**src/sv/gpe_pkg.sv**
```systemverilog
// ----------------------------------------------------------------------------
// gpe_pkg
// Shared constants and types for the masked gray patch extractor.
// ----------------------------------------------------------------------------
package gpe_pkg;

	// Register indexes on the configuration port.
	localparam logic [2:0] REG_MASK_WIDTH  = 3'd0;
	localparam logic [2:0] REG_MASK_HEIGHT = 3'd1;
	localparam logic [2:0] REG_RAW_LEFT    = 3'd2;
	localparam logic [2:0] REG_RAW_TOP     = 3'd3;
	localparam logic [2:0] REG_RAW_RIGHT   = 3'd4;
	localparam logic [2:0] REG_RAW_BOTTOM  = 3'd5;

	localparam int CFG_IDX_W   = 3;
	localparam int CFG_DATA_W  = 17;
	localparam int SIDE_REG_W  = 7;
	localparam int BOX_W       = 17;
	localparam int MASK_ADDR_W = 12;

	// Item codes.
	localparam logic FUNC_MASK_WRITE = 1'b0;
	localparam logic FUNC_PIXEL      = 1'b1;

	// BT.601 luma weights in Q0.16.
	localparam logic [15:0] W_RED   = 16'd19595;
	localparam logic [15:0] W_GREEN = 16'd38470;
	localparam logic [15:0] W_BLUE  = 16'd7471;

	localparam int DEF_MASK_DEPTH    = 4096;
	localparam int DEF_MASK_SIDE_MAX = 64;
	localparam int DEF_COORD_BITS    = 12;

	// Side information that travels down the pipeline with each item.
	typedef struct packed {
		logic                   valid;
		logic                   func;
		logic                   last;
		logic [MASK_ADDR_W-1:0] waddr;
		logic                   wval;
	} side_t;

endpackage

```
**src/sv/gpe_luma.sv**
```systemverilog
// ----------------------------------------------------------------------------
// gpe_luma
// Two-stage BT.601 luma: weighted products, then sum and clamp.
// ----------------------------------------------------------------------------
module gpe_luma (
	input  logic       clk,
	input  logic       adv,
	input  logic [7:0] red,
	input  logic [7:0] green,
	input  logic [7:0] blue,
	output logic [7:0] luma_s2
);

	logic [23:0] pr_s1, pg_s1, pb_s1;
	logic [25:0] sum;

	always_ff @(posedge clk) begin
		if (adv) begin
			pr_s1 <= red * gpe_pkg::W_RED;
			pg_s1 <= green * gpe_pkg::W_GREEN;
			pb_s1 <= blue * gpe_pkg::W_BLUE;
		end
	end

	assign sum = {2'b00, pr_s1} + {2'b00, pg_s1} + {2'b00, pb_s1};

	always_ff @(posedge clk) begin
		if (adv) begin
			luma_s2 <= (sum[25:24] != 2'b00) ? 8'hFF : sum[23:16];
		end
	end

endmodule

```
**config.mk**
```make
export PLATFORM = sky130hd
export DESIGN_NAME = gpe_luma
export DESIGN_NICKNAME = d
export VERILOG_FILES = /design/src/sv/gpe_pkg.sv /design/src/sv/gpe_luma.sv
export SDC_FILE = /design/constraint.sdc
export NUM_CORES = 1
export LEC_CHECK = 0
export ABC_AREA = 1
export BUFFER_PORTS_ARGS = -buffer_cell sky130_fd_sc_hd__buf_2
export CAP_MARGIN = 20
export CORE_ASPECT_RATIO = 1.25
export CORE_UTILIZATION = 35
export DETAILED_ROUTE_END_ITERATION = 8
export HOLD_SLACK_MARGIN = 0.02
export PLACE_DENSITY_LB_ADDON = 0.15
export SLEW_MARGIN = 20
export SYNTH_ARGS = -nofsm -noshare
export SYNTH_HDL_FRONTEND = slang
export SYNTH_SLANG_ARGS = --single-unit
```
**constraint.sdc**
```tcl
create_clock -name clk -period 3.6 [get_ports clk]
set_input_delay 0.36 -clock clk [delete_from_list [all_inputs] [get_ports clk]]
set_output_delay 0.36 -clock clk [all_outputs]
set_load 0.005 [all_outputs]
```
Word level (Yosys, flattened, before mapping)
Index checks and enable logic that the tools add are counted.
{ "totals": {"elab_cells": 10, "register_bits": 75, "n_memories": 0, "out_inout_bits": 8, "latchBits": 0, "mem_bits_rw": 0, "mem_bits_ro": 0, "input_bits": 26} }
{ "op_classes": {"reduce_logical": 1, "mux": 0, "bitwise": 0, "mul": 3, "order_cmp": 0, "shift": 0, "eq_ne": 0, "n_addsub": 2, "div": 0} }
{ "ops": {"columns": ["cell", "n"], "rows": [
  ["multiplier 8 x 15 -> 23 bit (second input constant)", 2],
  ["adder 25 x 21 -> 26 bit", 1],
  ["adder 23 x 24 -> 25 bit", 1],
  ["multiplier 8 x 13 -> 21 bit (second input constant)", 1],
  ["nonzero test 2 bit", 1]
]} }

Depth between registers and ports, before layout
{ "depth": {"depth_word": 3, "mapped_depth": 19, "depth_no_buf": 19} }

Worst setup path before layout
Ideal clock, no wire load.
{ "synth_timing": {"path_type": "input -> register", "startpoint": "in blue[5]", "endpoint": "reg pb_s1[16] (data pin)", "path_buffers": 0, "stages": 16, "t_arrival_ns": 3.664, "setup_slack_ns": -0.317, "path_cell_list": "fa_1 inv_1 fa_1 inv_1 fa_1 inv_1 fa_1 inv_1 ha_1 a21o_1 o21bai_1 nand3_1 nand3_1 nand2_1 nand2_1 nand2_1"} }
{ "synth_between": {"elab_chain_len": 1} }
{ "synth_rtl": {"columns": ["element", "line", "source"], "rows": [
  ["start: declaration", "gpe_luma.sv:10", "input logic [7:0] blue,"],
  ["multiplier 8 x 13 -> 21 bit", "gpe_luma.sv:21", "pb_s1 <= blue * gpe_pkg::W_BLUE;"],
  ["end signal: assignment", "gpe_luma.sv:21", null],
  ["end: declaration", "gpe_luma.sv:14", "logic [23:0] pr_s1, pg_s1, pb_s1;"]
]} }
No other way between the ends.
A chain may end at the register's enable or synchronous reset.

Final worst setup path
{ "layout_timing": {"startpoint": "in blue[5]", "endpoint": "reg pb_s1[12] (data pin)"} }
Same word-level chain as after synthesis.

==> key figures <==
Synth
  • Syn Std Cell Area: 10000 um^2
  • Cells after Synth: 1153
  • Seq/Total Area, Yosys: 22.5%
  • Top post-synthesis cells by area: ha_1 25%, edfxtp_1 22%, fa_1 16%, nand2_1 8.8%, inv_1 8.2%
  • Synth Area per Inst: 8.70 um^2
  • Post-synth EDFFs: 75
  • Yosys warnings: 0
  • Post-synth cell types: 33
  • Syn Nets: 1464
  • Commonest cells post-synth: 234 x nand2_1, 219 x inv_1, 203 x ha_1, 82 x fa_1, 75 x edfxtp_1
  • Ys async rst share: 0%
  • Main synth FF type: edfxtp_1
  • Yosys top cell area share: 25.3%
  • Yosys reg bits: 75
  • Cell taking the most area after synthesis: ha_1
  • Top-count cell post-synth: nand2_1

Global route
  • Tot GR Track Use: 17.0%
  • Busiest grt layer: met2
  • Vias in the first global route: 7866
  • GR Util met1: 22.3%
  • First-pass GRT wire length: 39000 um
  • Initial antenna violation count: 0
  • Overflow after GRT: 0
  • GR Util met2: 29.5%
  • Largest net degree at the start of global routing: 76
  • Met3 GRT Util: 1.50%

Timing
  • Maximum clock rate: 278 MHz
  • Clock skew: 0.00922 ns
  • RSZ-0062 raised after global routing: yes
  • Final worst path period share: 99.8%
  • Setup violations, final: 0
  • Final hold violations: 0
  • Slew HR: 35.2%
  • Fin crit period: 3.59 ns
  • Worst-margin pin slew: 0.972 ns
  • Final Max Tran Viols: 0

Critical path
  • Most used cell along the critical path: fa_1
  • Setup crit end kind: register
  • Worst-path cell chain: buf_8, fa_2, inv_2, fa_1, inv_1, fa_1, inv_1, fa_1, inv_2, ha_4, a21o_1, o21bai_2, nand3_4, buf_4, xor2_1
  • Crit Path Category: in2reg
  • Crit path max fanout: 4
  • Crit path required time: 3.70 ns
  • Largest stage delay on the critical path: 0.60 ns
  • CP max-delay cell: fa_2
  • Crit start category: primary input
  • CP arrival: 3.69 ns

Final layout
  • Final core occ: 42.2%
  • Final Instance Count excl. Fillers: 1642
  • Layout cells sized above 1: 14.2%
  • Area grow syn2layout: 17.3%
  • Ant diodes: 0
  • Layout Nets: 1598

Floorplan
  • Die Y: 191 um
  • I/O pins: 34
  • Core area: 27900 um^2
  • Effective utilization at floorplan: 35.9%
  • Row cnt: 68
  • Die W: 153 um
  • Die ar.: 29300 um^2

Drt
  • Number of nets with antenna violations after routing: 0
  • Via density: 4.69
  • DR iter-0 viols: 298
  • Routed WL: 23600 um
  • Vias: 7696
  • Pre-Repair DR Iteration Count: 5
  • # DRC: 0
  • Routed length per instance: 14.4 um

Placement
  • Hpwl dp: 20700 um
  • IO Port Bufs: 33
  • Placed cells: 1623
  • GPL Wtd Cong: 0.849

Worst hold path
  • Min-delay worst type: in2reg

CTS
  • CTS HTree Levels: 3
  • Hold buffer count at cts: 0
  • CTS sink count: 75
  • Clk root buf: clkbuf_16
  • Worst skew pair latency: 0.34 ns
  • CTS Buffer Depth: 2
  • CTS Buf Count: 9
  • CTS tree: built
  • Clock-pin slew on the worst setup and hold paths: 0.06 ns

Job
  • Max-cap violation count: 0

Power and ir drop
  • Peak supply drop: 390 uV
  • Power density cells: 850 nW/um^2
  • Leak: 6.28 nW

Outcome
  • Status: finished clean
-- worst max-delay path, delay by kind of cell --
family                   cells  cell delay, ns
XOR/XNOR                     1            0.13
AO/OA/AOI/OAI                2            0.37
adder cells (fa/ha/maj)      5            2.27
buffers and inverters        6            0.45
AND/OR/NAND/NOR              1            0.12
-- per-layer routing --
metal / wire, um / share of wire [%] / up-vias
met5: 0 / 0 / -
met4: 555 / 2.4 / 0
met3: 337 / 1.4 / 24
met2: 11300 / 48 / 62
met1: 11400 / 48 / 3560
li1: - / - / 4050
-- metrics by stage --
step	hold WS, ns	instance area [um^2]	worst slack (ns)	TNS (ns)	power [mW]
finish	0.319	11800	0.00835	0	10.0
global route	0.325	11800	-0.0960	-0.582	11.2
CTS	0.316	11600	-0.00348	-0.00528	9.91
detailed placement	0.667	11300	-0.392	-4.42	8.95
global placement	0.684	11300	-0.366	-3.90	8.91
floorplan	0.459	10100	-0.0433	-0.117	6.69
-- timing repair --
action / CTS / global route
buffers inserted: 0 / 3
pin swaps: 1 / 10
endpoints found under the setup margin: 2 / 9
hold endpoints to repair: 0 / 0
cloned: 0 / 0
resized for setup: 1 / 34
-- final timing paths --
check	slack [ns]	end	depth (start not counted)	start
hold / removal	0.32	pg_s1[1]	1	green[0]
hold reg to reg	0.84	luma_s2[7]	3	pg_s1[23]
setup reg to reg	0.91	luma_s2[0]	9	pg_s1[3]
setup / recovery	0.008	pb_s1[12]	15	blue[5]
-- layout by cell type (no fill, tap or decap), drive strengths merged --
cell type and n:
a21o 12, a21oi 72, a31oi 3, and2 2, buf 123, bufinv 1
clkbuf 10, clkinv 3, clkinvlp 1, edfxtp 75, fa 82, ha 203
inv 221, nand2 238, nand3 66, nand3b 2, nand4 11, nor2 71
nor3 11, nor4 1, o211ai 1, o21a 3, o21ai 30, o21bai 8
o31ai 1, or2 2, xnor2 9, xor2 30
-- registers in the layout, indices dropped and copies added (netlist names) --
| register | count |
|---|---|
| pg_s1 | 23 |
| pb_s1 | 21 |
| luma_s2 | 8 |
| pr_s1 | 23 |
-- logic make-up (layout without fill, tap and decap cells) --
group           count (synthesis)  count (layout)  share of synthesized area (%)
simple gates                  404             404                           16.9
xor+xnor                       39              39                           3.41
flops                          75              75                           22.5
buf+inv                       220             359                           8.23
fa+ha+maj                     285             285                           41.7
compound gates                130             130                           7.30
-- where the power goes --
group,switching (mW),internal (mW),leakage [nW]
clock,0.367,0.538,0.143
sequential,0.221,1.55,0.731
combinational,4.36,2.97,5.40
total,4.95,5.06,6.28
-- area by class of cell --
class                   instances  area (um^2)
inverters                     220          828
well taps                     350          438
clock inverters                 6         65.1
multi-input cells             858         7100
fillers                      2845        16100
clock buffers                  10          229
repair buffers                123          855
flip-flops and latches         75         2250
(Power assumes the default switching activity.)
