--- src/sv/gpe_pkg.sv ---
// ----------------------------------------------------------------------------
// gpe_pkg
// Shared constants and types for the masked gray patch extractor.
// ----------------------------------------------------------------------------
package gpe_pkg;

	// Register indexes on the configuration port.
	localparam logic [2:0] REG_MASK_WIDTH  = 3'd0;
	localparam logic [2:0] REG_MASK_HEIGHT = 3'd1;
	localparam logic [2:0] REG_RAW_LEFT    = 3'd2;
	localparam logic [2:0] REG_RAW_TOP     = 3'd3;
	localparam logic [2:0] REG_RAW_RIGHT   = 3'd4;
	localparam logic [2:0] REG_RAW_BOTTOM  = 3'd5;

	localparam int CFG_IDX_W   = 3;
	localparam int CFG_DATA_W  = 17;
	localparam int SIDE_REG_W  = 7;
	localparam int BOX_W       = 17;
	localparam int MASK_ADDR_W = 12;

	// Item codes.
	localparam logic FUNC_MASK_WRITE = 1'b0;
	localparam logic FUNC_PIXEL      = 1'b1;

	// BT.601 luma weights in Q0.16.
	localparam logic [15:0] W_RED   = 16'd19595;
	localparam logic [15:0] W_GREEN = 16'd38470;
	localparam logic [15:0] W_BLUE  = 16'd7471;

	localparam int DEF_MASK_DEPTH    = 4096;
	localparam int DEF_MASK_SIDE_MAX = 64;
	localparam int DEF_COORD_BITS    = 12;

	// Side information that travels down the pipeline with each item.
	typedef struct packed {
		logic                   valid;
		logic                   func;
		logic                   last;
		logic [MASK_ADDR_W-1:0] waddr;
		logic                   wval;
	} side_t;

endpackage

--- src/sv/gpe_axis.sv ---
// ----------------------------------------------------------------------------
// gpe_axis
// Box test and scaling of one pixel centre to a mask cell, with a pipelined
// restoring divider that settles one quotient bit per stage.
// ----------------------------------------------------------------------------
module gpe_axis #(
	parameter int COORD_BITS    = gpe_pkg::DEF_COORD_BITS,
	parameter int MASK_SIDE_MAX = gpe_pkg::DEF_MASK_SIDE_MAX,
	localparam int SW = $clog2(MASK_SIDE_MAX + 1),
	localparam int QB = (MASK_SIDE_MAX > 1) ? $clog2(MASK_SIDE_MAX) : 1
) (
	input  logic                           clk,
	input  logic                           adv,
	input  logic [COORD_BITS-1:0]          coord,
	input  logic signed [gpe_pkg::BOX_W-1:0] lo,
	input  logic signed [gpe_pkg::BOX_W-1:0] hi,
	input  logic [SW-1:0]                  size,
	output logic                           in_box,
	output logic [QB-1:0]                  slot
);

	localparam int BW = gpe_pkg::BOX_W;
	localparam int DW = ((COORD_BITS + 4 > BW) ? COORD_BITS + 4 : BW) + 2;
	localparam int NW = BW + SW + 1;

	logic signed [DW-1:0] c, los, his, diff, span;

	logic          in_s1;
	logic [BW-1:0] dx_s1, span_s1;
	logic          in_s2;
	logic [NW-1:0] num_s2;
	logic [BW-1:0] span_s2;

	// Divider stages; entry j holds the state after j quotient bits.
	logic [NW-1:0] rem_d  [1:QB];
	logic [QB-1:0] quo_d  [1:QB];
	logic [BW-1:0] span_d [1:QB];
	logic          in_d   [1:QB];

	assign c    = $signed({{(DW-COORD_BITS-4){1'b0}}, coord, 4'h8});
	assign los  = DW'(lo);
	assign his  = DW'(hi);
	assign diff = c - los;
	assign span = his - los;

	always_ff @(posedge clk) begin
		if (adv) begin
			in_s1   <= (c >= los) && (c < his);
			dx_s1   <= diff[BW-1:0];
			span_s1 <= span[BW-1:0];
			in_s2   <= in_s1;
			num_s2  <= NW'(dx_s1 * size);
			span_s2 <= span_s1;
		end
	end

	for (genvar j = 0; j < QB; j++) begin : g_div
		localparam int K = QB - 1 - j;
		logic [NW-1:0] rem_i, trial;
		logic [QB-1:0] quo_i;
		logic [BW-1:0] span_i;
		logic          in_i;
		if (j == 0) begin : g_first
			// The first stage takes the multiplier output.
			assign rem_i  = num_s2;
			assign quo_i  = '0;
			assign span_i = span_s2;
			assign in_i   = in_s2;
		end else begin : g_next
			assign rem_i  = rem_d[j];
			assign quo_i  = quo_d[j];
			assign span_i = span_d[j];
			assign in_i   = in_d[j];
		end
		assign trial = {{(NW-BW){1'b0}}, span_i} << K;
		always_ff @(posedge clk) begin
			if (adv) begin
				if (rem_i >= trial) begin
					rem_d[j+1]    <= rem_i - trial;
					quo_d[j+1]    <= quo_i | (QB'(1) << K);
				end else begin
					rem_d[j+1]    <= rem_i;
					quo_d[j+1]    <= quo_i;
				end
				span_d[j+1] <= span_i;
				in_d[j+1]   <= in_i;
			end
		end
	end

	assign in_box = in_d[QB];
	assign slot   = quo_d[QB];

endmodule

--- config.mk ---
export PLATFORM = sky130hd
export DESIGN_NAME = gpe_axis
export DESIGN_NICKNAME = d
export VERILOG_FILES = /design/src/sv/gpe_pkg.sv /design/src/sv/gpe_axis.sv
export SDC_FILE = /design/constraint.sdc
export NUM_CORES = 1
export LEC_CHECK = 0
export BUFFER_PORTS_ARGS = -buffer_cell sky130_fd_sc_hd__buf_2
export CAP_MARGIN = 10
export CORE_ASPECT_RATIO = 1.2
export CORE_MARGIN = 2
export CORE_UTILIZATION = 36
export CTS_CLUSTER_DIAMETER = 200
export CTS_CLUSTER_SIZE = 25
export DETAILED_ROUTE_END_ITERATION = 7
export HOLD_SLACK_MARGIN = 0.03
export PLACE_DENSITY = 0.54
export RECOVER_POWER = 100
export SYNTH_ARGS = -nofsm -noshare
export SYNTH_HDL_FRONTEND = slang
export SYNTH_SLANG_ARGS = --single-unit
--- constraint.sdc ---
create_clock -name clk -period 13.25 [get_ports clk]
set_input_delay 2.65 -clock clk [delete_from_list [all_inputs] [get_ports clk]]
set_output_delay 2.65 -clock clk [all_outputs]
set_load 0.05 [all_outputs]
=== Word-level counts from Yosys, hierarchy flattened ===
Memory sizes are Yosys's and may differ from the RTL's.
Index checks and enable logic that the tools add are counted.

* Flip-flop bits (word level): 77
* Bits in writable memories: 294
* Logic and storage cells: 90
* Memories kept: 4

* Add/sub/neg operators: 8
* Multiply operators: 1
* $lt $le $gt $ge: 8
* Multiplexer cells: 50
* Bitwise gates (word level): 12
* Reduce and logical (&&, ||, !) cells: 1

{| class="wikitable"
|+ Memories
! memory !! words !! bits a word !! rd ports !! clocked after memory_dff !! write ports !! RTL line !! RTL
|-
| rem_d || 6 || 25 || 5 || 0 || 6 || gpe_axis.sv:35 || <nowiki>logic [NW-1:0] rem_d [1:QB];</nowiki>
|-
| span_d || 6 || 17 || 5 || 0 || 6 || gpe_axis.sv:37 || <nowiki>logic [BW-1:0] span_d [1:QB];</nowiki>
|-
| quo_d || 6 || 6 || 6 || 0 || 6 || gpe_axis.sv:36 || <nowiki>logic [QB-1:0] quo_d [1:QB];</nowiki>
|-
| in_d || 6 || 1 || 6 || 0 || 6 || gpe_axis.sv:38 || <nowiki>logic in_d [1:QB];</nowiki>
|}

{| class="wikitable"
|+ Operators by type and width
! cell !! count
|-
| 2-to-1 mux 25 bit || 6
|-
| 2-to-1 mux 1 bit || 38
|-
| 2-to-1 mux 6 bit || 6
|-
| subtractor 17 bit || 2
|-
| greater-or-equal comparator 25 x 17 -> 1 bit || 1
|-
| greater-or-equal comparator 25 x 18 -> 1 bit || 1
|-
| greater-or-equal comparator 25 x 19 -> 1 bit || 1
|-
| greater-or-equal comparator 25 x 20 -> 1 bit || 1
|-
| greater-or-equal comparator 25 x 21 -> 1 bit || 1
|-
| subtractor 24 x 22 -> 25 bit || 1
|-
| subtractor 25 x 17 -> 25 bit || 1
|-
| subtractor 25 x 18 -> 25 bit || 1
|-
| subtractor 25 x 19 -> 25 bit || 1
|-
| subtractor 25 x 20 -> 25 bit || 1
|-
| subtractor 25 x 21 -> 25 bit || 1
|-
| greater-or-equal comparator 24 x 22 -> 1 bit || 1
|-
| multiplier 17 x 7 -> 24 bit || 1
|-
| greater-or-equal comparator 17 bit || 1
|-
| < comparator 17 bit || 1
|-
| bitwise OR 1 bit || 12
|-
| logical AND 1 bit || 1
|}

=== Depth between registers and ports, before layout ===
Gate-level depths: netlist of the first run.
An unclocked memory read counts as a cell.

* Depth after elaboration: 6
* Depth in mapped cells: 18

=== Worst setup path after synthesis of the first run ===
No wires, ideal clock.

* Path kind: input-to-reg
* Start point: in size[6]
* End point: reg num_s2[20], in the netlist g_div[0].rem_i[20], data pin
* Library setup time: 0.265 ns
* Arrival time: 7.072 ns
* Setup slack: 5.913 ns
* Cell stages on the path: 18
* Buffers on the path: 1
* Path through: clkbuf_1 > nand2_1 > fa_1 > fa_1 > inv_1 > fa_1 > inv_1 > fa_1 > inv_1 > ha_1 > o21ai_0 > a21oi_1 > a21oi_1 > o21ai_1 > a221o_1 > a31oi_1 > or4bb_1 > nand4_1

* Longest elaborated chain between the ends: 1

{| class="wikitable"
|+ Ends and longest elaborated chain
! element !! RTL line !! RTL
|-
| start, declared || gpe_axis.sv:17 || <nowiki>input logic [SW-1:0] size,</nowiki>
|-
| multiplier 17 x 7 -> 24 bit || gpe_axis.sv:52 || <nowiki>num_s2 <= NW'(dx_s1 * size);</nowiki>
|-
| end signal, assigned || gpe_axis.sv:52 ||
|-
| end, declared || gpe_axis.sv:31 || <nowiki>logic [NW-1:0] num_s2;</nowiki>
|}

No other way between the ends.
A chain may end at the register's enable or synchronous reset.

==> qor.yml, run 1 <==
setup_path:
  criticalPathCategory: "input pin to register"
  start_kind: "input pin"
  reg2reg_slack_ns: 7.62
  crit_chain: "clkbuf_1, buf_12, nand4_1, a211oi_4, clkbuf_1, inv_1, mux2_2"
  required_ns: 13.52
  r2r_cells: 18
  cp_slowest_stage_delay_ns: 3.26
  worst_r2r_startpoint: "dx_s1[3]$_DFFE_PP_"
  cpMostUsedCell: "clkbuf_1"
  arrival_ns: 8.65
  crit_fanout: 153
  crit_end: "rem_d[0][91]$_DFFE_PP_"
  end_kind: "register"
  cp_slowest_cell: "clkbuf_1"
  rr_endpoint: "g_div[0].rem_i[20]$_DFFE_PP_"
  startpoint: "adv"
routing:
  wl_mm: 45.8
  postRouteAntennaNets: 0
  wl_per_cell_um: 16.9
  firstDrtPassIters: 5
  drtIter0Drc: 703
  via_per_inst: 5.05
  via_count: 13700
  drc: 0
synthesis:
  async_flop_share: 0
  ys_ff_latch: 314
  synth_fa_ha_area_frac: 0.186
  synth_warnings: 0
  synthDistinctLibCells: 77
  synth_common_cells: "edfxtp_1 (314), inv_1 (251), ha_1 (185), nand2_1 (121), a21oi_1 (112)"
  ys.flop_type: "edfxtp_1"
  synth.most_common_cell: "edfxtp_1"
  syn_inst: 1911
  synth.top_cell.area_share: 0.449
  synth_mux_area_frac: 0.0123
  seq_area_frac_synth: 0.449
  synth_top_family_by_area: "adder cells"
  yosys-top-cells-area: "edfxtp_1 (45%), ha_1 (11%), fa_1 (7.6%)"
  yosysTopAreaCell: "edfxtp_1"
  synthSimpleGateAreaFrac: 0.123
  synth_edf_count: 314
  syn_area_um2: 21000
  synth-xor-area-share: 0.0550
  synth_compound_area_frac: 0.124
  synth.avg_cell_area_um2: 11.0
  syn_nets: 2231
clock_network:
  root_buffer: "clkbuf_16"
  postCtsSetupBuffers: 0
  clk_pin_slew_ns: 0.10
  clk_latency_ns: 0.53
  htreeDepth: 1
  cts_tree: "yes"
  cts_buffers: 16
  clockBufferDepth: 3
  cts_resized: 0
  hold_buffers: 0
  cts_sinks: 314
layout:
  antennaDiodeCount: 0
  regArea_um2: 9430
  num-fill-cells: 5625
  design_area_um2: 22600
  fin_nets: 2286
  drive_gt1_frac: 0.0504
  multi_input_area_um2: 10500
  syn_to_final_growth_pct: 7.37
grt:
  grt_max_degree: 154
  antenna_found_initial: 0
  grt_overflow: 0
  grt_usage: 0.157
  grt_pass1_vias: 14700
  grt_first_pass_wirelength_mm: 75.1
place:
  gp_congestion: 0.867
  place_area_um2: 22200
  dp_hpwl_mm: 36.7
  place.port_buffers: 61
die:
  rows: 97
  start_util: 0.362
  die_width_um: 225
  io_pins: 62
  dieArea_um2: 60300
  die_y_um: 269
  fp.coreArea_um2: 58000
timing:
  rsz0062_at_grt: "false"
  worstMarginPinSlew_ns: 4.77
  relSlewSlack: -2.18
  hold_viol: 0
  slew_viol_final: 108
  skew_ns: 0.0281
  setup_viol: 0
  min_period_over_period: 0.633
  fin_tns_setup_ns: 0
  fmax_mhz: 119
  period_minus_slack_ns: 8.38
hold_path:
  hp-class: "register to register"
status:
  failed_checks: "capacitance limit, slew limit"
  outcome: "finished with violations"
power:
  power_leakage_uw: 0.00934
  p_per_area_nw_per_um2: 217
  ir_worst_vdd_mv: 0.112
flow_run:
  max-cap-violations: 2
==> routing by layer <==
layer | vias up | wire length (um) | part of all wire | global-route usage
met2 | 180 | 25200 | 0.55 | 0.320
met3 | 76 | 1020 | 0.022 | 0.0135
met1 | 6576 | 17900 | 0.39 | 0.165
met5 | - | 0 | 0 | 0
li1 | 6855 | - | - | -
met4 | 0 | 1680 | 0.037 | 0.0562
==> power by group <==
part / switching (uW) / leakage [uW] / internal (uW) / total (uW)
logic: 1490 / 0.00608 / 1150 / 2640
clock network: 300 / 0.000216 / 233 / 532
registers: 178 / 0.00304 / 1530 / 1710
total: 1970 / 0.00934 / 2920 / 4880
==> critical path, delay by kind of cell <==
kind	cells	cell delay (ns)
simple gates	1	0.30
buf+inv	4	5.04
mux	1	0.34
compound gates	1	0.22
==> per-stage QoR <==
| stage | total power [uW] | util | hold slack [ns] | instances | worst slack, ns |
|---|---|---|---|---|---|
| after CTS | 4960 | 0.390 | 0.430 | 2708 | 5.93 |
| after global routing | 5350 | 0.389 | 0.432 | 2708 | 3.91 |
| after global placement | 4350 | 0.383 | 0.401 | 2690 | 5.46 |
| final | 4880 | 0.389 | 0.427 | 2708 | 4.87 |
| after detailed placement | 4400 | 0.383 | 0.405 | 2690 | 5.37 |
| after floorplan | 3710 | - | 0.400 | 1911 | 5.91 |
==> worst min path at each step <==
stage / slack (ns) / startpoint / to / cells past startpoint
3_5_place_dp: 0.40 / span_s1[2]$_DFFE_PP_ / g_div[0].span_i[2]$_DFFE_PP_ / 0
4_1_cts: 0.43 / quo_d[5][3]$_DFFE_PP_ / quo_d[6][3]$_DFFE_PP_ / 0
3_3_place_gp: 0.40 / quo_d[5][3]$_DFFE_PP_ / quo_d[6][3]$_DFFE_PP_ / 0
2_1_floorplan: 0.40 / in_s1$_DFFE_PP_ / g_div[0].in_i$_DFFE_PP_ / 0
6_report: 0.43 / quo_d[5][3]$_DFFE_PP_ / quo_d[6][3]$_DFFE_PP_ / 0
5_1_grt: 0.43 / quo_d[5][5]$_DFFE_PP_ / quo_d[6][5]$_DFFE_PP_ / 0
==> cell usage in the layout (no fill, tap or decap), types with 17 or more instances in the layout <==
master / Yosys / final
inv_1: 251 / 251
nand2b_1: 21 / 21
a21oi_1: 112 / 113
clkbuf_16: 0 / 17
o21ai_0: 100 / 101
nor3_1: 28 / 28
o211ai_1: 16 / 17
a21o_1: 46 / 46
o21a_1: 21 / 21
edfxtp_1: 314 / 314
xor2_1: 48 / 48
nor2b_1: 28 / 28
nand3_1: 29 / 29
and2_1: 92 / 87
nand2_1: 121 / 121
fa_1: 80 / 80
xnor2_1: 84 / 84
o21bai_1: 17 / 17
nor2_1: 97 / 97
nand4_1: 18 / 18
buf_2: 7 / 48
ha_1: 185 / 185
==> registers in the layout, summed over array words and instances (netlist names) <==
| signal | cells |
|---|---|
| dx_s1 | 17 |
| g_div.in_i | 1 |
| g_div.rem_i | 24 |
| g_div.span_i | 17 |
| in_d | 6 |
| in_s1 | 1 |
| quo_d | 21 |
| rem_d | 125 |
| span_d | 85 |
| span_s1 | 17 |
==> final cells by class <==
type / count / area share
clock buffers: 17 / 0.0189
repair buffers: 66 / 0.0145
clock inverters: 1 / 0.000721
inverters: 251 / 0.0418
multi-input cells: 1317 / 0.465
well taps: 742 / 0.0412
flip-flops and latches: 314 / 0.418
==> cells by family (layout without fill, tap and decap cells) <==
family / count (synthesis) / count (layout)
AO/OA/AOI/OAI: 401 / 401
XOR/XNOR: 132 / 132
buffers and inverters: 280 / 335
multiplexers: 23 / 23
flip-flops: 314 / 314
AND/OR/NAND/NOR: 496 / 496
adder cells (fa/ha/maj): 265 / 265
Power figures use the tool's default switching activity.
==> inputs of run 2 (changes only) <==
==> constraint.sdc (replaced) <==
create_clock -name clk -period 8.04 [get_ports clk]
set_input_delay 1.608 -clock clk [delete_from_list [all_inputs] [get_ports clk]]
set_output_delay 1.608 -clock clk [all_outputs]
set_load 0.05 [all_outputs]
==> run 2 against run 1 <==
Net effect:
- critical path type unchanged
- flip-flop and latch count did not move
- die area is the same
- combinational power up 63%
- cell area decreased by 0.23%
- final cell count is essentially flat
- clock power up 66%
- power is 64% higher
- register-to-register slack worse by 5.2 ns
- clock-buffer cell count unchanged
- the flow still finishes with violations (capacitance limit, slew limit)
- critical path depth grew 12
- largest power group unchanged
- via count fell by 0.15%
- sequential share of layout area grew 0.095 points
==> qor.yml, run 2 (synthesized netlist as in run 1, its figures left out) <==
routing:
  postRouteAntennaNets: 0  # unchanged
  drtIter0Drc: 772  # was 703
  via_count: 13700  # about the same
  drc: 0  # unchanged
  via_per_inst: 5.04  # was 5.05
  firstDrtPassIters: 5  # unchanged
  wl_per_cell_um: 16.8  # was 16.9 um
  wl_mm: 45.6  # was 45.8 mm
timing:
  slew_viol_final: 232  # was 108
  rsz0062_at_grt: "false"  # unchanged
  hold_viol: 0  # unchanged
  worstMarginPinSlew_ns: 4.16  # was 4.77 ns
  fmax_mhz: 153
  setup_viol: 0  # unchanged
  finalWorstSetupSlack_ns: 1.49  # was 4.87 ns
  skew_ns: 0.0210  # was 0.0281 ns
  fin_tns_setup_ns: 0  # unchanged
  min_period_over_period: 0.814
  period_minus_slack_ns: 6.55
  relSlewSlack: -1.77  # was -2.18
setup_path:
  cp_slowest_stage_delay_ns: 0.55  # was 3.26 ns
  cp_slowest_cell: "fa_1"  # was clkbuf_1
  required_ns: 8.31  # was 13.52 ns
  crit_fanout: 17  # was 153
  crit_chain: "clkbuf_1, and2_0, fa_1, inv_1, fa_1, inv_1, fa_1, inv_1, fa_1, inv_1, ha_1, o21ai_0, a21oi_1, a21oi_1, o21ai_0, a221o_1, a31oi_1, or4bb_1, nand4_1"  # was clkbuf_1, buf_12, nand4_1, a211oi_4, clkbuf_1, inv_1, mux2_2
  arrival_ns: 6.82  # was 8.65 ns
  criticalPathCategory: "input pin to register"  # unchanged
  end_kind: "register"  # unchanged
  start_kind: "input pin"  # unchanged
layout:
  antennaDiodeCount: 0  # unchanged
  regMostFlops: "rem_d"  # unchanged
  stdcell_count: 2709  # was 2708
  syn_to_final_growth_pct: 7.12  # was 7.37%
  num-fill-cells: 5626  # was 5625
  largest_reg_flops: 125  # unchanged
  final_cell_mix: "edfxtp_1 (314), inv_1 (251), ha_1 (185)"  # unchanged
  drive_gt1_frac: 0.0468  # was 0.0504
  layout_commonest_cell: "edfxtp_1"  # unchanged
  fin_nets: 2287  # was 2286
  post-route-util: 0.388  # was 0.389
clock_network:
  postCtsSetupBuffers: 0  # unchanged
  clk_latency_ns: 0.52  # was 0.53 ns
  cts_resized: 0  # unchanged
  htreeDepth: 1  # unchanged
  hold_buffers: 0  # unchanged
  clockBufferDepth: 3  # unchanged
  cts_buffers: 16  # unchanged
  clk_pin_slew_ns: 0.10  # about the same
  root_buffer: "clkbuf_16"  # unchanged
  cts_tree: "yes"  # unchanged
  cts_sinks: 314  # unchanged
grt:
  grt_overflow: 0  # unchanged
  met2_usage: 0.308  # was 0.320
  grt_first_pass_wirelength_mm: 73.5  # was 75.1 mm
  grt.busiest_layer: "met2"  # unchanged
  grt_pass1_vias: 14200  # was 14.7k
  grt_use_met3: 0.0160  # was 0.0135
  use_met1: 0.163  # was 0.165
  antenna_found_initial: 0  # unchanged
  grt_usage: 0.154  # was 0.157
  grt_max_degree: 114  # was 154
place:
  dp_hpwl_mm: 36.6  # was 36.7 mm
  post-place-ws_ns: 1.26  # was 5.37 ns
  gp_congestion: 0.879  # was 0.867
  dpl.cell_count: 2691  # was 2690
  place.port_buffers: 61  # unchanged
power:
  ir_worst_vdd_mv: 0.213  # was 0.112 mV
  power_leakage_uw: 0.00933  # was 0.00934 uW
  p_per_area_nw_per_um2: 356  # was 217 nW/um2
die:
  rows: 97  # unchanged
  start_util: 0.362  # unchanged
  dieArea_um2: 60300  # unchanged
  io_pins: 62  # unchanged
  die_y_um: 269  # unchanged
  die_width_um: 225  # unchanged
  fp.coreArea_um2: 58000  # unchanged
hold_path:
  hp-class: "register to register"  # unchanged
status:
  failed_checks: "capacitance limit, slew limit"  # unchanged
  outcome: "finished with violations"  # unchanged
flow_run:
  max-cap-violations: 4  # was 2
[run 2: changes by cell type in the layout (fill, tap and decap cells not counted), sizes merged]
cell,previous run,this run
buf,50,49
clkbuf,33,35
[run 2: worst max-delay path, delay by kind of cell]
| kind | cells | cell delay (ns) |
|---|---|---|
| buffers and inverters | 5 | 0.54 |
| AND/OR/NAND/NOR | 3 | 0.55 |
| adder cells (fa/ha/maj) | 5 | 2.41 |
| AO/OA/AOI/OAI | 6 | 1.70 |
[run 2: final cells by class]
class,count,area [um2],share of cell area
clock buffers,17,425,0.0189
clock inverters,1,16.3,0.000723
inverters,251,942,0.0419
multi-input cells,1317,10400,0.464
flip-flops and latches,314,9430,0.419
well taps,742,928,0.0412
repair buffers,67,324,0.0144
[run 2: report_power, final]
group,internal [uW],switching (uW)
Clock,384,499
Combinational,1870,2430
Sequential,2530,289
[run 2: worst paths after layout]
kind	start	endpoint	slack, ns	cells past startpoint
hold / removal	in_d[3]$_DFFE_PP_	in_d[4]$_DFFE_PP_	0.43	0
setup / recovery	size[3]	g_div[0].rem_i[20]$_DFFE_PP_	1.49	19
hold reg to reg	in_d[3]$_DFFE_PP_	in_d[4]$_DFFE_PP_	0.43	0
setup reg to reg	dx_s1[3]$_DFFE_PP_	g_div[0].rem_i[20]$_DFFE_PP_	2.42	18
[run 2: routing by layer]
metal,share of wire,wire length (um),up-vias
met3,0.022,1020,63
met2,0.54,24600,184
met1,0.39,18000,6557
met4,0.042,1930,0
li1,-,-,6862
met5,0,0,-
[run 2: metrics by stage]
| step | hold WS (ns) | power (uW) | instance area [um2] |
|---|---|---|---|
| finish | 0.426 | 8000 | 22500 |
| global route | 0.437 | 8730 | 22500 |
| CTS | 0.428 | 8150 | 22600 |
| detailed placement | 0.405 | 7230 | 22200 |
| global placement | 0.401 | 7170 | 22200 |
| floorplan | 0.400 | 6110 | 21000 |
==> inputs of run 3 (changes only) <==
--- a/config.mk
+++ b/config.mk
@@ -14,7 +14,7 @@
 export CTS_CLUSTER_SIZE = 25
 export DETAILED_ROUTE_END_ITERATION = 7
 export HOLD_SLACK_MARGIN = 0.03
-export PLACE_DENSITY = 0.54
+export PLACE_DENSITY = 0.56
 export RECOVER_POWER = 100
 export SYNTH_ARGS = -nofsm -noshare
 export SYNTH_HDL_FRONTEND = slang
==> constraint.sdc (replaced) <==
create_clock -name clk -period 6 [get_ports clk]
set_input_delay 1.2 -clock clk [delete_from_list [all_inputs] [get_ports clk]]
set_output_delay 1.2 -clock clk [all_outputs]
set_load 0.05 [all_outputs]
==> run 3 against run 2 <==
Net effect:
- final cell count grew 0.66%
- global-route usage down 0.13 points
- register-to-register slack got worse by 1.7 ns
- core utilization up 0.21 points
- die area is the same
- clock skew is 0.0051 ns lower
- the run still ends with capacitance limit, slew limit left
- critical endpoint unchanged
- setup slack lost 1.0 ns
==> qor.yml, run 3 (synthesized netlist as in run 1, its figures left out) <==
power:
  p_int_uw: 6540  # was 4790 uW
  seq_power_share: 0.347  # was 0.352
  comb_power_share: 0.545  # was 0.538
  ir_worst_vdd_mv: 0.328  # was 0.213 mV
  power_frac_clock: 0.108  # was 0.110
  p_sw_uw: 4350  # was 3210 uW
  fin_total_pwr_uw: 10900  # was 8000 uW
  power_leakage_uw: 0.00940  # was 0.00933 uW
  p_sw_frac: 0.399  # was 0.402
  p_per_area_nw_per_um2: 481  # was 356 nW/um2
layout:
  final_cell_mix: "edfxtp_1 (314), inv_1 (251), ha_1 (185)"  # unchanged
  largest_reg_flops: 125  # unchanged
  regMostFlops: "rem_d"  # unchanged
  regArea_um2: 9430  # unchanged
  design_area_um2: 22600  # was 22500 um2
  drive_gt1_frac: 0.0544  # was 0.0468
  syn_to_final_growth_pct: 7.71  # was 7.12%
  multi_input_area_um2: 10400  # about the same
  post-route-util: 0.390  # was 0.388
  stdcell_count: 2727  # was 2709
  layout_commonest_cell: "edfxtp_1"  # unchanged
  fin_nets: 2304  # was 2287
  num-fill-cells: 5640  # was 5626
setup_path:
  worst_r2r_startpoint: "dx_s1[3]$_DFFE_PP_"  # unchanged
  cp_slowest_stage_delay_ns: 0.54  # was 0.55 ns
  cp_slowest_cell: "fa_1"  # unchanged
  required_ns: 6.39  # was 8.31 ns
  start_kind: "input pin"  # unchanged
  criticalPathCategory: "input pin to register"  # unchanged
  cpMostUsedCell: "fa_1"
  arrival_ns: 5.90  # was 6.82 ns
  crit_chain: "clkbuf_1, buf_4, and2_0, fa_1, fa_1, fa_1, inv_1, fa_1, inv_1, ha_1, o21ai_0, a21oi_1, a21oi_1, o21ai_0, a221o_1, a31oi_1, buf_4, or4bb_1, nand4_1"  # was clkbuf_1, and2_0, fa_1, inv_1, fa_1, inv_1, fa_1, inv_1, fa_1, inv_1, ha_1, o21ai_0, a21oi_1, a21oi_1, o21ai_0, a221o_1, a31oi_1, or4bb_1, nand4_1
  crit_buf_inv: 5  # unchanged
  rr_endpoint: "g_div[0].rem_i[22]$_DFFE_PP_"  # was g_div[0].rem_i[20]$_DFFE_PP_
  cp_top_family: "adder cells"  # unchanged
  end_kind: "register"  # unchanged
  r2r_cells: 19  # was 18
  crit_fanout: 14  # was 17
  reg2reg_slack_ns: 0.76  # was 2.42 ns
clock_network:
  cts_tree: "yes"  # unchanged
  htreeDepth: 1  # unchanged
  clk_latency_ns: 0.52  # about the same
  clockBufferDepth: 3  # unchanged
  postCtsSetupBuffers: 0  # unchanged
  cts_buffers: 16  # unchanged
  clk_pin_slew_ns: 0.09  # was 0.10 ns
  cts_sinks: 314  # unchanged
  cts_resized: 0  # unchanged
  root_buffer: "clkbuf_16"  # unchanged
  hold_buffers: 0  # unchanged
die:
  io_pins: 62  # unchanged
  die_y_um: 269  # unchanged
  start_util: 0.362  # unchanged
  rows: 97  # unchanged
  fp.coreArea_um2: 58000  # unchanged
  die_width_um: 225  # unchanged
  dieArea_um2: 60300  # unchanged
timing:
  hold_viol: 0  # unchanged
  fin_tns_setup_ns: 0  # unchanged
  skew_ns: 0.0158  # was 0.0210 ns
  slew_viol_final: 271  # was 232
  relSlewSlack: -1.69  # was -1.77
  rsz0062_at_grt: "false"  # unchanged
  worstMarginPinSlew_ns: 4.03  # was 4.16 ns
  period_minus_slack_ns: 5.52
  setup_viol: 0  # unchanged
  fmax_mhz: 181
  min_period_over_period: 0.919
grt:
  grt_usage: 0.153  # was 0.154
  grt_first_pass_wirelength_mm: 73.5  # about the same
  antenna_found_initial: 1  # was 0
  grt_overflow: 0  # unchanged
  grt_max_degree: 81  # was 114
  grt_pass1_vias: 14500  # was 14.2k
hold_path:
  worstHoldStart: "span_s1[12]$_DFFE_PP_"  # was in_d[3]$_DFFE_PP_
  hp-class: "register to register"  # unchanged
  hold_end: "g_div[0].span_i[12]$_DFFE_PP_"  # was in_d[4]$_DFFE_PP_
  holdPathStages: 0  # unchanged
routing:
  drc: 0  # unchanged
  wl_per_cell_um: 16.5  # was 16.8 um
  postRouteAntennaNets: 0  # unchanged
  via_per_inst: 5.06  # was 5.04
  wl_mm: 45.1  # was 45.6 mm
  via_count: 13800  # was 13.7k
  firstDrtPassIters: 5  # unchanged
  drtIter0Drc: 721  # was 772
place:
  dp_hpwl_mm: 36.3  # was 36.6 mm
  place_area_um2: 22300  # was 22200 um2
  gp_congestion: 0.892  # was 0.879
  dpl.cell_count: 2708  # was 2691
  place.port_buffers: 61  # unchanged
status:
  outcome: "finished with violations"  # unchanged
  failed_checks: "capacitance limit, slew limit"  # unchanged
flow_run:
  max-cap-violations: 5  # was 4
==> run 3: power by group through the flow <==
stage          Combinational, uW  Sequential (uW)  Clock (uW)
2_1_floorplan               4540             3650           0
3_3_place_gp                5930             3810           0
3_5_place_dp                6030             3820           0
4_1_cts                     6070             3770        1240
5_1_grt                     6750             3840        1310
6_report                    5940             3780        1180
==> run 3: worst max-delay path by stage <==
stage | endpoint | start | depth (start not counted) | slack (ns)
floorplan | g_div[0].rem_i[20]$_DFFE_PP_ | size[6] | 18 | 0.11
global placement | g_div[0].rem_i[20]$_DFFE_PP_ | size[3] | 20 | 0.09
detailed placement | g_div[0].rem_i[20]$_DFFE_PP_ | size[6] | 19 | 0.04
CTS | g_div[0].rem_i[20]$_DFFE_PP_ | size[6] | 19 | 0.60
global route | g_div[0].rem_i[20]$_DFFE_PP_ | size[6] | 19 | 0.16
finish | g_div[0].rem_i[20]$_DFFE_PP_ | size[6] | 19 | 0.48
==> run 3: final cells by class <==
class / instances / share of cell area
repair buffers: 84 / 0.0195
diodes: 1 / 0.000111
multi-input cells: 1317 / 0.462
well taps: 742 / 0.0410
flip-flops and latches: 314 / 0.417
inverters: 251 / 0.0416
clock inverters: 1 / 0.000719
clock buffers: 17 / 0.0188
==> run 3: routing by layer <==
metal  global-route usage  wire length (um)  vias to the layer above
li1                     -                 -                     6898
met1                0.161             17800                     6606
met2                0.301             24000                      217
met3               0.0149              1030                       90
met4               0.0725              2280                        0
met5                    0                 0                        -
==> run 3: stage by stage <==
stage / setup WS, ns / hold WS [ns]
global route: 0.164 / 0.434
detailed placement: 0.0368 / 0.405
global placement: 0.0928 / 0.401
finish: 0.483 / 0.423
CTS: 0.596 / 0.427
floorplan: 0.113 / 0.400
